## src/rtl/bichc_pkg.sv

```systemverilog
// ----------------------------------------------------------------------------
// bichc_pkg: shared types and constants for the boot image checker
// Beat kinds, verdict codes, header constants and the byte-wide CRC-32 step.
// ----------------------------------------------------------------------------
package bichc_pkg;

   localparam logic [31:0] CRC_POLY      = 32'hedb8_8320;
   localparam logic [31:0] CRC_ONES      = 32'hffff_ffff;
   localparam logic [31:0] IMG_MAGIC     = 32'h434f_4758;
   localparam logic [15:0] IMG_VERSION   = 16'd1;
   localparam logic [15:0] IMG_HDR_SIZE  = 16'd32;
   localparam logic [4:0]  HDR_CRC_SPAN  = 5'd28;
   localparam logic [4:0]  HDR_LAST_POS  = 5'd31;
   localparam logic [31:0] LOAD_RESET    = 32'h8700_0000;
   localparam logic [31:0] LIMIT_RESET   = 32'h00cd_ae00;

   // register map index (byte address bit 2)
   localparam logic REG_LOAD  = 1'b0;
   localparam logic REG_LIMIT = 1'b1;

   typedef enum logic {
      KIND_DATA = 1'b0,
      KIND_END  = 1'b1
   } kind_type;

   typedef struct packed {
      kind_type   kind;
      logic [7:0] data;
   } item_type;

   typedef enum logic [2:0] {
      ST_OK         = 3'd0,
      ST_SHORT_HDR  = 3'd1,
      ST_BAD_HDR    = 3'd2,
      ST_BAD_LAYOUT = 3'd3,
      ST_SHORT_PAY  = 3'd4,
      ST_PAY_CRC    = 3'd5
   } status_type;

   typedef enum logic {
      PH_HEADER  = 1'b0,
      PH_PAYLOAD = 1'b1
   } phase_type;

   typedef struct packed {
      status_type  status;
      logic [31:0] entry;
      logic [31:0] plen;
      logic [31:0] clen;
   } verdict_type;

   // reflected CRC-32, one byte
   function automatic logic [31:0] crc_byte(input logic [31:0] c, input logic [7:0] b);
      logic [31:0] x;
      x = c ^ {24'h0, b};
      for (int k = 0; k < 8; k++) begin
         x = {1'b0, x[31:1]} ^ (CRC_POLY & {32{x[0]}});
      end
      return x;
   endfunction

endpackage

```

## src/rtl/bichc_front.sv

```systemverilog
// ----------------------------------------------------------------------------
// bichc_front: input side of the checker
// Tags each beat as data or end of file and parks it in a short queue.
// ----------------------------------------------------------------------------
module bichc_front import bichc_pkg::*; #(
   parameter int DEPTH = 2
) (
   input  logic       clock,
   input  logic       reset,
   input  logic       req_tvalid,
   output logic       req_tready,
   input  logic [7:0] req_tdata,   // [7:0] data_byte
   input  logic [0:0] req_tuser,   // [0] stream_ended
   output logic       q_valid,
   output item_type   q_item,
   input  logic       q_pop
);

   localparam int PTR_W = (DEPTH > 1) ? $clog2(DEPTH) : 1;
   localparam int CNT_W = $clog2(DEPTH + 1);
   localparam logic [PTR_W-1:0] PTR_LAST = PTR_W'(DEPTH - 1);
   localparam logic [CNT_W-1:0] CNT_FULL = CNT_W'(DEPTH);

   item_type         mem_ff [DEPTH];
   logic [PTR_W-1:0] wr_ptr_ff, wr_ptr_in;
   logic [PTR_W-1:0] rd_ptr_ff, rd_ptr_in;
   logic [CNT_W-1:0] count_ff, count_in;
   logic             push;
   item_type         beat;

   assign req_tready = (count_ff != CNT_FULL);
   assign push       = req_tvalid && req_tready;
   assign q_valid    = (count_ff != '0);
   assign q_item     = mem_ff[rd_ptr_ff];

   always_comb begin
      beat.kind = req_tuser[0] ? KIND_END : KIND_DATA;
      beat.data = req_tdata;
      wr_ptr_in = wr_ptr_ff;
      rd_ptr_in = rd_ptr_ff;
      count_in  = count_ff;
      if (push) begin
         wr_ptr_in = (wr_ptr_ff == PTR_LAST) ? '0 : wr_ptr_ff + 1'b1;
      end
      if (q_pop) begin
         rd_ptr_in = (rd_ptr_ff == PTR_LAST) ? '0 : rd_ptr_ff + 1'b1;
      end
      if (push && !q_pop) begin
         count_in = count_ff + 1'b1;
      end else if (!push && q_pop) begin
         count_in = count_ff - 1'b1;
      end
   end

   always_ff @(posedge clock) begin
      if (reset) begin
         wr_ptr_ff <= '0;
         rd_ptr_ff <= '0;
         count_ff  <= '0;
      end else begin
         wr_ptr_ff <= wr_ptr_in;
         rd_ptr_ff <= rd_ptr_in;
         count_ff  <= count_in;
      end
   end

   always_ff @(posedge clock) begin
      if (push) begin
         mem_ff[wr_ptr_ff] <= beat;
      end
   end

endmodule

```

## src/rtl/bichc_back.sv

```systemverilog
// ----------------------------------------------------------------------------
// bichc_back: header parse, CRC-32 and verdict engine
// One beat per cycle while the verdict slot can take a result; header checks spread over the last four header bytes.
// ----------------------------------------------------------------------------
module bichc_back import bichc_pkg::*; (
   input  logic        clock,
   input  logic        reset,
   input  logic        q_valid,
   input  item_type    q_item,
   output logic        q_pop,
   input  logic [31:0] exp_load,
   input  logic [31:0] size_limit,
   output logic        v_valid,
   output verdict_type v_data,
   input  logic        v_ready
);

   phase_type   phase_ff, phase_in;
   logic [4:0]  pos_ff, pos_in;
   logic [31:0] crc_ff, crc_in;
   logic [31:0] remain_ff, remain_in;
   logic [31:0] hw_ff [7];
   logic [31:0] hw_in [7];
   logic [31:0] end_ff, end_in;
   logic [31:0] ent_ff, ent_in;
   logic [31:0] clen_ff, clen_in;
   logic        id_ok_ff, id_ok_in;
   logic        lay_a_ff, lay_a_in;
   logic        lay_b_ff, lay_b_in;
   logic        fire;
   logic [31:0] crc_step;
   logic [31:0] crc_tail;

   assign fire  = q_valid && v_ready;
   assign q_pop = fire;

   assign crc_step = crc_byte(crc_ff, q_item.data);
   assign crc_tail = crc_ff ^ ({24'h0, q_item.data} << {pos_ff[1:0], 3'b000});

   always_comb begin
      phase_in  = phase_ff;
      pos_in    = pos_ff;
      crc_in    = crc_ff;
      remain_in = remain_ff;
      hw_in     = hw_ff;
      end_in    = end_ff;
      ent_in    = ent_ff;
      clen_in   = clen_ff;
      id_ok_in  = id_ok_ff;
      lay_a_in  = lay_a_ff;
      lay_b_in  = lay_b_ff;
      v_valid   = 1'b0;
      v_data    = '{status: ST_OK, entry: '0, plen: '0, clen: '0};

      if (fire) begin
         case (phase_ff)
            PH_PAYLOAD: begin
               if (q_item.kind == KIND_END) begin
                  v_valid = 1'b1;
                  v_data  = '{status: ST_SHORT_PAY, entry: '0, plen: hw_ff[4],
                              clen: clen_ff};
               end else if (remain_ff == 32'd1) begin
                  v_valid = 1'b1;
                  if ((crc_step ^ CRC_ONES) == hw_ff[6]) begin
                     v_data = '{status: ST_OK, entry: ent_ff, plen: hw_ff[4],
                                clen: clen_ff};
                  end else begin
                     v_data = '{status: ST_PAY_CRC, entry: '0, plen: hw_ff[4],
                                clen: clen_ff};
                  end
               end else begin
                  crc_in    = crc_step;
                  remain_in = remain_ff - 32'd1;
               end
            end
            default: begin
               if (q_item.kind == KIND_END) begin
                  v_valid = 1'b1;
                  v_data  = '{status: ST_SHORT_HDR, entry: '0, plen: '0, clen: '0};
               end else begin
                  pos_in = pos_ff + 5'd1;
                  if (pos_ff < HDR_CRC_SPAN) begin
                     hw_in[pos_ff[4:2]][{pos_ff[1:0], 3'b000} +: 8] = q_item.data;
                     crc_in = crc_step;
                  end else begin
                     crc_in = crc_tail;
                  end
                  // layout work staged over bytes 28..31
                  case (pos_ff[1:0])
                     2'd0: begin
                        end_in   = hw_ff[2] + hw_ff[5];
                        ent_in   = hw_ff[2] + hw_ff[3];
                        id_ok_in = (hw_ff[0] == IMG_MAGIC) &&
                                   (hw_ff[1][15:0] == IMG_VERSION) &&
                                   (hw_ff[1][31:16] == IMG_HDR_SIZE);
                     end
                     2'd1: begin
                        lay_a_in = (hw_ff[4] == '0) || (hw_ff[5] < hw_ff[4]) ||
                                   (hw_ff[3] >= hw_ff[4]);
                        clen_in  = hw_ff[5] - hw_ff[4];
                     end
                     2'd2: begin
                        lay_b_in = (end_ff < hw_ff[2]) || (ent_ff < hw_ff[2]) ||
                                   (ent_ff >= end_ff);
                     end
                     default: begin
                     end
                  endcase
                  if (pos_ff == HDR_LAST_POS) begin
                     if (!id_ok_ff || (crc_tail != CRC_ONES)) begin
                        v_valid = 1'b1;
                        v_data  = '{status: ST_BAD_HDR, entry: '0, plen: '0, clen: '0};
                     end else if (lay_a_ff || lay_b_ff || (hw_ff[2] != exp_load) ||
                                  (hw_ff[5] > size_limit)) begin
                        v_valid = 1'b1;
                        v_data  = '{status: ST_BAD_LAYOUT, entry: '0, plen: '0,
                                    clen: '0};
                     end else begin
                        phase_in  = PH_PAYLOAD;
                        pos_in    = '0;
                        crc_in    = CRC_ONES;
                        remain_in = hw_ff[4];
                     end
                  end
               end
            end
         endcase
         // every verdict restarts the image
         if (v_valid) begin
            phase_in = PH_HEADER;
            pos_in   = '0;
            crc_in   = CRC_ONES;
         end
      end
   end

   always_ff @(posedge clock) begin
      if (reset) begin
         phase_ff <= PH_HEADER;
         pos_ff   <= '0;
         crc_ff   <= CRC_ONES;
      end else begin
         phase_ff <= phase_in;
         pos_ff   <= pos_in;
         crc_ff   <= crc_in;
      end
   end

   always_ff @(posedge clock) begin
      remain_ff <= remain_in;
      hw_ff     <= hw_in;
      end_ff    <= end_in;
      ent_ff    <= ent_in;
      clen_ff   <= clen_in;
      id_ok_ff  <= id_ok_in;
      lay_a_ff  <= lay_a_in;
      lay_b_ff  <= lay_b_in;
   end

endmodule

```

## src/rtl/boot_image_header_and_crc_checker_core.sv

```systemverilog
// ----------------------------------------------------------------------------
// boot_image_header_and_crc_checker_core: boot image header and CRC-32 checker
// Parses a 32-byte image header, checks id, header CRC and layout, then runs
// the payload through CRC-32 and reports one verdict per image.
// ----------------------------------------------------------------------------
// Throughput: one byte beat per cycle while the verdict slot is free or draining,
//   header and payload alike; the byte-wide CRC step in the back engine sets that figure.
// Path: an accepted beat waits in the queue slot, the engine works on it
//   combinationally, and its verdict is registered in the output register that
//   drives rsp_tvalid; a blocked verdict slot holds the beat in the queue.
// Reset: synchronous, active high; clears queue, phase, byte count and CRC,
//   loads both CSRs with their defaults. No clearing pass is needed.
// ----------------------------------------------------------------------------
module boot_image_header_and_crc_checker_core import bichc_pkg::*; #(
   parameter int QUEUE_DEPTH = 2
) (
   input  logic         clock,
   input  logic         reset,
   // byte stream in
   input  logic         req_tvalid,
   output logic         req_tready,
   input  logic [7:0]   req_tdata,    // [7:0] data_byte
   input  logic [0:0]   req_tuser,    // [0] stream_ended
   // verdicts out
   output logic         rsp_tvalid,
   input  logic         rsp_tready,
   output logic [103:0] rsp_tdata,    // [2:0] status, [34:3] entry_address,
                                      // [66:35] payload_length,
                                      // [98:67] clear_length, [103:99] zero
   // CSR port
   input  logic         csr_psel,
   input  logic         csr_penable,
   input  logic         csr_pwrite,
   input  logic [2:0]   csr_paddr,
   input  logic [31:0]  csr_pwdata,
   output logic [31:0]  csr_prdata,
   output logic         csr_pready
);

   logic        q_valid;
   item_type    q_item;
   logic        q_pop;
   logic        v_valid;
   logic        v_ready;
   verdict_type v_data;

   logic [31:0] load_ff, load_in;
   logic [31:0] limit_ff, limit_in;
   logic        csr_wr;

   logic        out_valid_ff, out_valid_in;
   verdict_type out_ff, out_in;

   // --- CSRs: write only while idle, so the engine sees them stable (not enforced here) ---
   assign csr_pready = 1'b1;
   assign csr_wr     = csr_psel && csr_penable && csr_pwrite && csr_pready;
   assign csr_prdata = (csr_paddr[2] == REG_LIMIT) ? limit_ff : load_ff;

   always_comb begin
      load_in  = load_ff;
      limit_in = limit_ff;
      if (csr_wr) begin
         case (csr_paddr[2])
            REG_LOAD:  load_in  = csr_pwdata;
            REG_LIMIT: limit_in = csr_pwdata;
            default: begin
            end
         endcase
      end
   end

   always_ff @(posedge clock) begin
      if (reset) begin
         load_ff  <= LOAD_RESET;
         limit_ff <= LIMIT_RESET;
      end else begin
         load_ff  <= load_in;
         limit_ff <= limit_in;
      end
   end

   // --- front: accept and tag beats, short queue ---
   bichc_front #(
      .DEPTH (QUEUE_DEPTH)
   ) u_front (
      .clock      (clock),
      .reset      (reset),
      .req_tvalid (req_tvalid),
      .req_tready (req_tready),
      .req_tdata  (req_tdata),
      .req_tuser  (req_tuser),
      .q_valid    (q_valid),
      .q_item     (q_item),
      .q_pop      (q_pop)
   );

   // --- back: header checks, CRC, verdicts ---
   bichc_back u_back (
      .clock      (clock),
      .reset      (reset),
      .q_valid    (q_valid),
      .q_item     (q_item),
      .q_pop      (q_pop),
      .exp_load   (load_ff),
      .size_limit (limit_ff),
      .v_valid    (v_valid),
      .v_data     (v_data),
      .v_ready    (v_ready)
   );

   // --- output register; engine runs whenever this slot is free or draining ---
   assign v_ready = !out_valid_ff || rsp_tready;

   always_comb begin
      out_valid_in = out_valid_ff;
      out_in       = out_ff;
      if (v_valid) begin
         out_valid_in = 1'b1;
         out_in       = v_data;
      end else if (rsp_tready) begin
         out_valid_in = 1'b0;
      end
   end

   always_ff @(posedge clock) begin
      if (reset) begin
         out_valid_ff <= 1'b0;
      end else begin
         out_valid_ff <= out_valid_in;
      end
   end

   always_ff @(posedge clock) begin
      out_ff <= out_in;
   end

   assign rsp_tvalid = out_valid_ff;
   assign rsp_tdata  = {5'b0, out_ff.clen, out_ff.plen, out_ff.entry, out_ff.status};

   // --- checks ---
   a_entry_only_ok: assert property (@(posedge clock) disable iff (reset)
      (out_valid_ff && out_ff.status != ST_OK) |-> (out_ff.entry == '0))
      else $error("entry address set on a failing verdict");

   a_lengths_zero_hdr_fail: assert property (@(posedge clock) disable iff (reset)
      (out_valid_ff && (out_ff.status == ST_SHORT_HDR || out_ff.status == ST_BAD_HDR ||
                        out_ff.status == ST_BAD_LAYOUT))
      |-> (out_ff.plen == '0 && out_ff.clen == '0))
      else $error("lengths set on a header verdict");

   a_no_pop_when_blocked: assert property (@(posedge clock) disable iff (reset)
      (out_valid_ff && !rsp_tready) |-> !q_pop)
      else $error("engine consumed a beat while the verdict slot was blocked");

   a_status_range: assert property (@(posedge clock) disable iff (reset)
      out_valid_ff |-> (out_ff.status <= ST_PAY_CRC))
      else $error("verdict status out of range");

endmodule

```

## config.mk

```make
export PLATFORM = sky130hd
export DESIGN_NAME = boot_image_header_and_crc_checker_core
export DESIGN_NICKNAME = d
export VERILOG_FILES = /design/src/rtl/bichc_pkg.sv /design/src/rtl/bichc_front.sv /design/src/rtl/bichc_back.sv /design/src/rtl/boot_image_header_and_crc_checker_core.sv
export SDC_FILE = /design/constraint.sdc
export NUM_CORES = 1
export LEC_CHECK = 0
export BUFFER_PORTS_ARGS = -buffer_cell sky130_fd_sc_hd__buf_4
export CORE_ASPECT_RATIO = 0.75
export CORE_UTILIZATION = 40
export DETAILED_ROUTE_END_ITERATION = 10
export GPL_TIMING_DRIVEN = 0
export PLACE_DENSITY = 0.66
export SYNTH_ARGS = -nofsm -noshare
export SYNTH_HDL_FRONTEND = slang
export SYNTH_SLANG_ARGS = --single-unit
```

## constraint.sdc

```tcl
create_clock -name clock -period 14.7 [get_ports clock]
set_input_delay 0.735 -clock clock [delete_from_list [all_inputs] [get_ports clock]]
set_output_delay 0.735 -clock clock [all_outputs]
set_load 0.01 [all_outputs]
```

==> flow_summary.ini, run 1 <==
[layout]
area_growth_pct = 14.52
instances_no_fill = 4383
drive_above_1_share_pct = 11.34
utilization_pct = 46.69
regMostFlops = u_back.hw_ff
fin_area_mm2 = 0.03785
final_nets = 3593
n_antenna_cell = 0
largest_register_ffs = 224

[global_route]
grt_pass1_vias = 23200
grt_usage_pct = 25.15
grt_pass1_wl_um = 154900
antenna_found_initial = 8
grt_max_degree = 68
grt_overflow = 0

[outcome]
status = completed

[clock_tree]
clockBufferDepth = 3
htree_levels = 2
insertion_delay_ns = 0.66
cts.sinks = 580
cts_setup_buffers = 0
cts_buffers = 57
clk_pin_slew_worst_paths_ns = 0.07
root_buffer = clkbuf_16
cts_tree = done
cts_resized = 0
holdBufCountCts = 0

[synth]
ys_types = 85
synth_seq_cells = 580
async_flop_share_pct = 0
syn_area_mm2 = 0.03305
synth_flop_cell = edfxtp_1
yosysSeqAreaShare_pct = 49.42
yosys_warnings = 0
synthCells = 3025
synth_edf_count = 472
postSynthAreaPerCell_um2 = 10.93

[drt]
drt_pass1_iterations = 6
vias_per_cell = 5.770
drtIter0Drc = 3346
wirelength_um = 107400
vias = 25290
drc_errors = 0
drt.antenna.violating_nets = 0
wl_per_cell_um = 24.51

[die]
die-area_mm2 = 0.08380
io_pins = 190
row_count = 90
start_util_pct = 40.77
chipWidth_um = 333.9
die_y_um = 250.9
core_area_mm2 = 0.08108

[worst_hold_path]
hold_class = input pin to flip-flop

[placement]
gp_congestion = 0.9870
placed_area_mm2 = 0.03592
place_inst = 4276
io_buffer_count = 180
pre_cts_slack_ns = 9.477
place_hpwl_um = 84050

[sta]
fin_tns_setup_ns = 0
min_period_ns = 5.329
timing.final.max_slew_violations = 0
fin_crit_sh_pct = 36.25
fin_hold_ws_ns = 0.2615
tightest_slew_ns = 1.286
setup_viol = 0
relSlewSlack_pct = 13.92
final.setup_skew_ns = 0.04626
rsz0062_at_grt = false
timing_hold_violations_final = 0
fin_ws_ns = 9.371
timing.fmax_mhz = 187.7

[critical_path]
worstPathMaxFanout = 10
cpMaxStageDelayCell = nor4b_4
critPathMaxStageDelay_ns = 1.14
critPathCaptureType = flip-flop
reg2reg_slack_ns = 9.37
critPathRequiredTime_ns = 15.19
startpoint_type = flip-flop
path_class = flip-flop to flip-flop
cp.arrival_ns = 5.82
path_cells = buf_6 -> mux2i_4 -> xnor2_1 -> buf_2 -> xnor3_1 -> xnor2_1 -> nor4_1 -> o2111ai_1 -> nor4_2 -> nor4b_4 -> buf_6 -> and2_1

[job]
maxCapViolations = 0

[pwr]
max-vdd-ir-drop_mv = 0.1724
power_leakage_nw = 14.72
power_density_mw_per_mm2 = 163.2
power_mw = 6.177
[cell type report]
cell class,count,area (µm²)
Sequential cell,580,16340
Clock inverter,42,450.4
Fill cell,7373,43220
Clock buffer,65,1488
Buffer,127,546.8
Inverter,168,633.1
Timing Repair Buffer,189,1505
Tap cell,1058,1324
Multi-Input combinational cell,2154,15570
[cell usage after synthesis, types with 16 or more instances]
master	n	area share [%]
edfxtp_1	472	43
ha_1	262	9.9
nor2_1	250	2.8
a21oi_1	234	3.5
nand2_1	209	2.4
inv_1	166	1.9
xnor2_1	157	4.2
dfxtp_1	108	6.5
a21o_1	105	2.4
o21ai_0	105	1.6
and2_1	104	2.0
clkbuf_1	101	1.1
xor2_1	67	1.8
nand4_1	51	0.97
nand3_1	46	0.70
nor3_1	45	0.68
mux2_2	39	1.3
nor4_1	37	0.70
a211o_1	33	0.87
nor2b_1	30	0.57
nand2b_1	29	0.55
and3_1	23	0.44
o21a_1	22	0.50
a211oi_1	20	0.45
or3_1	18	0.34
nand3b_1	17	0.39
xnor3_1	17	1.2
a31oi_1	16	0.30
o22ai_1	16	0.30
[layout by cell type (no fill, tap or decap), types with 18 or more instances in the layout]
| cell | instances |
|---|---|
| edfxtp_1 | 472 |
| nor2b_1 | 30 |
| nor3_1 | 44 |
| clkbuf_16 | 58 |
| clkbuf_1 | 107 |
| nor2_1 | 250 |
| nand3_1 | 46 |
| a21o_1 | 105 |
| buf_4 | 186 |
| ha_1 | 262 |
| xor2_1 | 67 |
| o21a_1 | 22 |
| a211o_1 | 33 |
| o21ai_0 | 105 |
| and2_1 | 104 |
| xnor2_1 | 157 |
| mux2_2 | 39 |
| a21oi_1 | 233 |
| nand2_1 | 209 |
| nand4_1 | 51 |
| a211oi_1 | 20 |
| or3_1 | 18 |
| nand2b_1 | 29 |
| dfxtp_1 | 108 |
| and3_1 | 23 |
| inv_1 | 164 |
| nor4_1 | 37 |
[worst paths after layout]
path                start                    to  cells after the start
max             flip-flop         rsp_tdata[27]                     12
min          req_tdata[0]  u_front.mem_ff[0][0]                      1
max reg2reg     flip-flop         rsp_tdata[27]                     12
min reg2reg  limit_ff[24]          limit_ff[24]                      2
[routing by layer]
metal	GRT usage, %	share of wire, %	vias up
li1	-	-	11550
met1	38.26	45	12210
met2	34.42	39	1366
met3	7.351	13	158
met4	6.094	2.5	6
met5	0.6901	0.10	-
[worst max-delay path: cells and delay by family, from the launching register on]
kind,cells,cell delay (ns)
xor+xnor,3,1.04
mux,1,0.45
buf+inv,3,0.77
simple gates,4,2.35
flops,1,0.32
compound gates,1,0.20
[cells by family (layout without fill, tap and decap cells)]
kind of cell,count (synthesis),in the layout,share of synthesized area [%]
and+or+nand+nor,920,920,14.10
AOI/OAI and AO/OA,652,652,12.51
DFF,580,580,49.42
buffers and inverters,295,591,3.562
adders and majority gates,265,265,10.10
xor gates and xnor gates,259,259,8.309
muxes,52,52,1.972
other,2,6,0.02272
[power breakdown]
| group | switching [mW] | internal [mW] | total (mW) |
|---|---|---|---|
| Clock | 0.687 | 0.858 | 1.55 |
| Combinational | 1.48 | 1.01 | 2.49 |
| Sequential | 0.111 | 2.03 | 2.14 |
| Total | 2.28 | 3.90 | 6.18 |
(Power assumes the default switching activity.)
==> run 2: changes to the inputs <==
--- a/config.mk
+++ b/config.mk
@@ -5,12 +5,13 @@
 export SDC_FILE = /design/constraint.sdc
 export NUM_CORES = 1
 export LEC_CHECK = 0
+export ABC_AREA = 1
 export BUFFER_PORTS_ARGS = -buffer_cell sky130_fd_sc_hd__buf_4
 export CORE_ASPECT_RATIO = 0.75
 export CORE_UTILIZATION = 40
 export DETAILED_ROUTE_END_ITERATION = 10
 export GPL_TIMING_DRIVEN = 0
-export PLACE_DENSITY = 0.66
+export PLACE_DENSITY = 0.68
 export SYNTH_ARGS = -nofsm -noshare
 export SYNTH_HDL_FRONTEND = slang
 export SYNTH_SLANG_ARGS = --single-unit
==> constraint.sdc (replaced) <==
create_clock -name clock -period 4.4 [get_ports clock]
set_input_delay 0.22 -clock clock [delete_from_list [all_inputs] [get_ports clock]]
set_output_delay 0.22 -clock clock [all_outputs]
set_load 0.01 [all_outputs]
==> flow_summary.ini, run 2 <==
[critical_path]
critPathMaxStageDelay_ns = 0.58
cp.arrival_ns = 4.50
critPathRequiredTime_ns = 4.65
critPathCaptureType = flip-flop
cp_num_buf_inv = 4
path_delay_family = simple AND/OR/NAND/NOR gates
r2r_start = u_back.pos_ff[0]
path_cells = buf_2 -> inv_1 -> nor2_2 -> nand2_1 -> xor2_1 -> nand4_1 -> nor3_1 -> nand2_1 -> nor2_1 -> nand3_1 -> buf_2 -> nand2_1 -> nand3_1 -> clkinvlp_4
path_class = flip-flop to flip-flop
startpoint_type = flip-flop
worstPathMaxFanout = 32
cpMaxStageDelayCell = clkinvlp_4
cp_common_cell = nand2_1
reg2reg_depth = 14
worstReg2RegEnd = u_back.remain_ff[30]
reg2reg_slack_ns = 0.14

[synth]
synth_seq_cells = 580
synth_top_area_cell = edfxtp_1
syn_area_mm2 = 0.03374
synth_edf_count = 472
synthCells = 3777
yosysSeqAreaShare_pct = 48.41
yosys_warnings = 0
synthTopCellsByCount = nand2_1 (779), edfxtp_1 (472), inv_1 (462)
synth_top_cell_area_share_pct = 42.00
ys_top_cells_by_area = edfxtp_1 (42%), ha_1 (9.7%), nand2_1 (8.7%)
async_flop_share_pct = 0
synth_flop_cell = edfxtp_1
ys_types = 55
yosysMostFrequentCell = nand2_1
postSynthAreaPerCell_um2 = 8.934

[sta]
setup_viol = 0
min_period_ns = 4.256
relSlewSlack_pct = 17.33
timing.final.max_slew_violations = 0
final.setup_skew_ns = 0.02490
fin_crit_sh_pct = 96.72
rsz0062_at_grt = false
timing_hold_violations_final = 0
fin_tns_setup_ns = 0
tightest_slew_ns = 1.231
timing.fmax_mhz = 235.0

[pwr]
p_seq_share_pct = 32.6
max-vdd-ir-drop_mv = 0.3477
p_sw_mw = 9.831
p_sw_share_pct = 42.44
intPower_mw = 13.34
power_density_mw_per_mm2 = 589.4
power_leakage_nw = 17.01
power_frac_clock_pct = 25.4
pwr-share-comb_pct = 42.0
power_mw = 23.17

[job]
maxCapViolations = 0

[drt]
vias_per_cell = 5.610
vias = 29420
wl_per_cell_um = 24.32
drc_errors = 0
drt.antenna.violating_nets = 0
drt_pass1_iterations = 6
wirelength_um = 127500
drtIter0Drc = 3877

[clock_tree]
htree_levels = 3
root_buffer = clkbuf_16
clk_pin_slew_worst_paths_ns = 0.06
cts.sinks = 580
clockBufferDepth = 3
cts_tree = done
insertion_delay_ns = 0.63
cts_buffers = 66

[global_route]
grt_usage_pct = 29.23
grtUsageMet3_pct = 9.912
grt_max_degree = 68
grt_pass1_wl_um = 178700
antenna_found_initial = 2
grt_overflow = 0
grt_util_met2_pct = 40.06
grt.busiest_layer = met1
met1_usage_pct = 43.44
grt_pass1_vias = 26170

[outcome]
status = completed

[layout]
area_growth_pct = 16.48
n_antenna_cell = 0
largest_register_ffs = 224
final_cell_mix = nand2_1 (779), edfxtp_1 (472), inv_1 (459), a21oi_1 (287), nor2_1 (273)
fin_area_mm2 = 0.03931
drive_above_1_share_pct = 9.472
final_nets = 4392
regMostFlops = u_back.hw_ff
final_common_cell = nand2_1
instances_no_fill = 5244

[placement]
place_inst = 5081
place_hpwl_um = 99290
io_buffer_count = 180
gp_congestion = 1.048
placed_area_mm2 = 0.03661

[worst_hold_path]
hold_class = input pin to flip-flop
min_to = limit_ff[0]
whs_path_depth = 5
hp-start = csr_penable

[die]
die-area_mm2 = 0.08554
chipWidth_um = 337.4
die_y_um = 253.5
row_count = 91
io_pins = 190
start_util_pct = 40.71
core_area_mm2 = 0.08289
[run 2: cell count changes in the layout (fill, tap and decap cells not counted), moves of 58 or more]
| cell | change |
|---|---|
| inv_1 | +295 |
| nand2_1 | +570 |
| xnor2_1 | -115 |
| and2_1 | -104 |
| a21o_1 | -98 |
| o21ai_0 | +153 |
| nand3_1 | +134 |
| xor2_1 | +58 |
[run 2: how the worst max path moves through the flow]
stage / startpoint / end / cells past startpoint
final: u_back.pos_ff[0] / u_back.remain_ff[30] / 14
after global routing: u_back.hw_ff[128] / u_back.ent_ff[26] / 13
after CTS: u_back.hw_ff[128] / u_back.ent_ff[22] / 11
after detailed placement: u_back.pos_ff[0] / u_back.remain_ff[23] / 14
after global placement: flip-flop / u_back.end_ff[4] / 10
after floorplan: flip-flop / u_back.end_ff[0] / 10
[run 2: cell families after synthesis]
group           synth area share, %
mux                         0.02966
buf+inv                       6.770
fa+ha+maj                     9.892
xor+xnor                      4.401
compound gates                10.84
other cells                 0.02226
simple gates                  19.64
flops                         48.41
[run 2: layout make-up]
| cell class | count | area, µm² |
|---|---|---|
| fillers | 7852 | 43580 |
| flip-flops and latches | 580 | 16340 |
| multi-input cells | 2629 | 15150 |
| repair buffers | 227 | 1869 |
| clock buffers | 83 | 1832 |
| inverters | 471 | 1779 |
| well taps | 1116 | 1396 |
| plain buffers | 101 | 511.7 |
| clock inverters | 37 | 436.7 |
[run 2: per-stage QoR]
stage | utilization [%] | setup WS, ns | hold WS [ns]
2_1_floorplan | - | 0.03728 | 0.3189
3_3_place_gp | 44.04 | -2.213 | 0.4069
3_5_place_dp | 44.16 | -0.02801 | 0.4100
4_1_cts | 47.42 | 0.1374 | 0.1505
5_1_grt | 47.42 | 0.02785 | 0.1926
6_report | 47.42 | 0.1444 | 0.1859
[run 2: power by group through the flow]
stage	Clock, mW	Combinational (mW)	Sequential [mW]
6_report	5.88	9.73	7.55
5_1_grt	6.10	10.5	7.62
4_1_cts	5.90	9.34	7.53
3_5_place_dp	0	9.26	7.64
3_3_place_gp	0	9.05	7.74
2_1_floorplan	0	5.64	7.66
[run 2: repair_timing]
item,4_1_cts,5_1_grt
buffers inserted,0,0
hold buffers,43,0
gates resized for setup,1,2
hold endpoints to repair,84,0
endpoints found under the setup margin,32,3
[run 2: per-layer routing]
| metal | vias up | wire (µm) |
|---|---|---|
| met4 | 0 | 3264 |
| met2 | 1810 | 50180 |
| met1 | 13920 | 55710 |
| met5 | - | 0 |
| li1 | 13500 | - |
| met3 | 190 | 18390 |
[run 2: worst min-delay path: cells and delay by family]
kind	cells	cell delay, ns
AND/OR/NAND/NOR	3	0.27
AO/OA/AOI/OAI	1	0.15
buffers and inverters	1	0.11
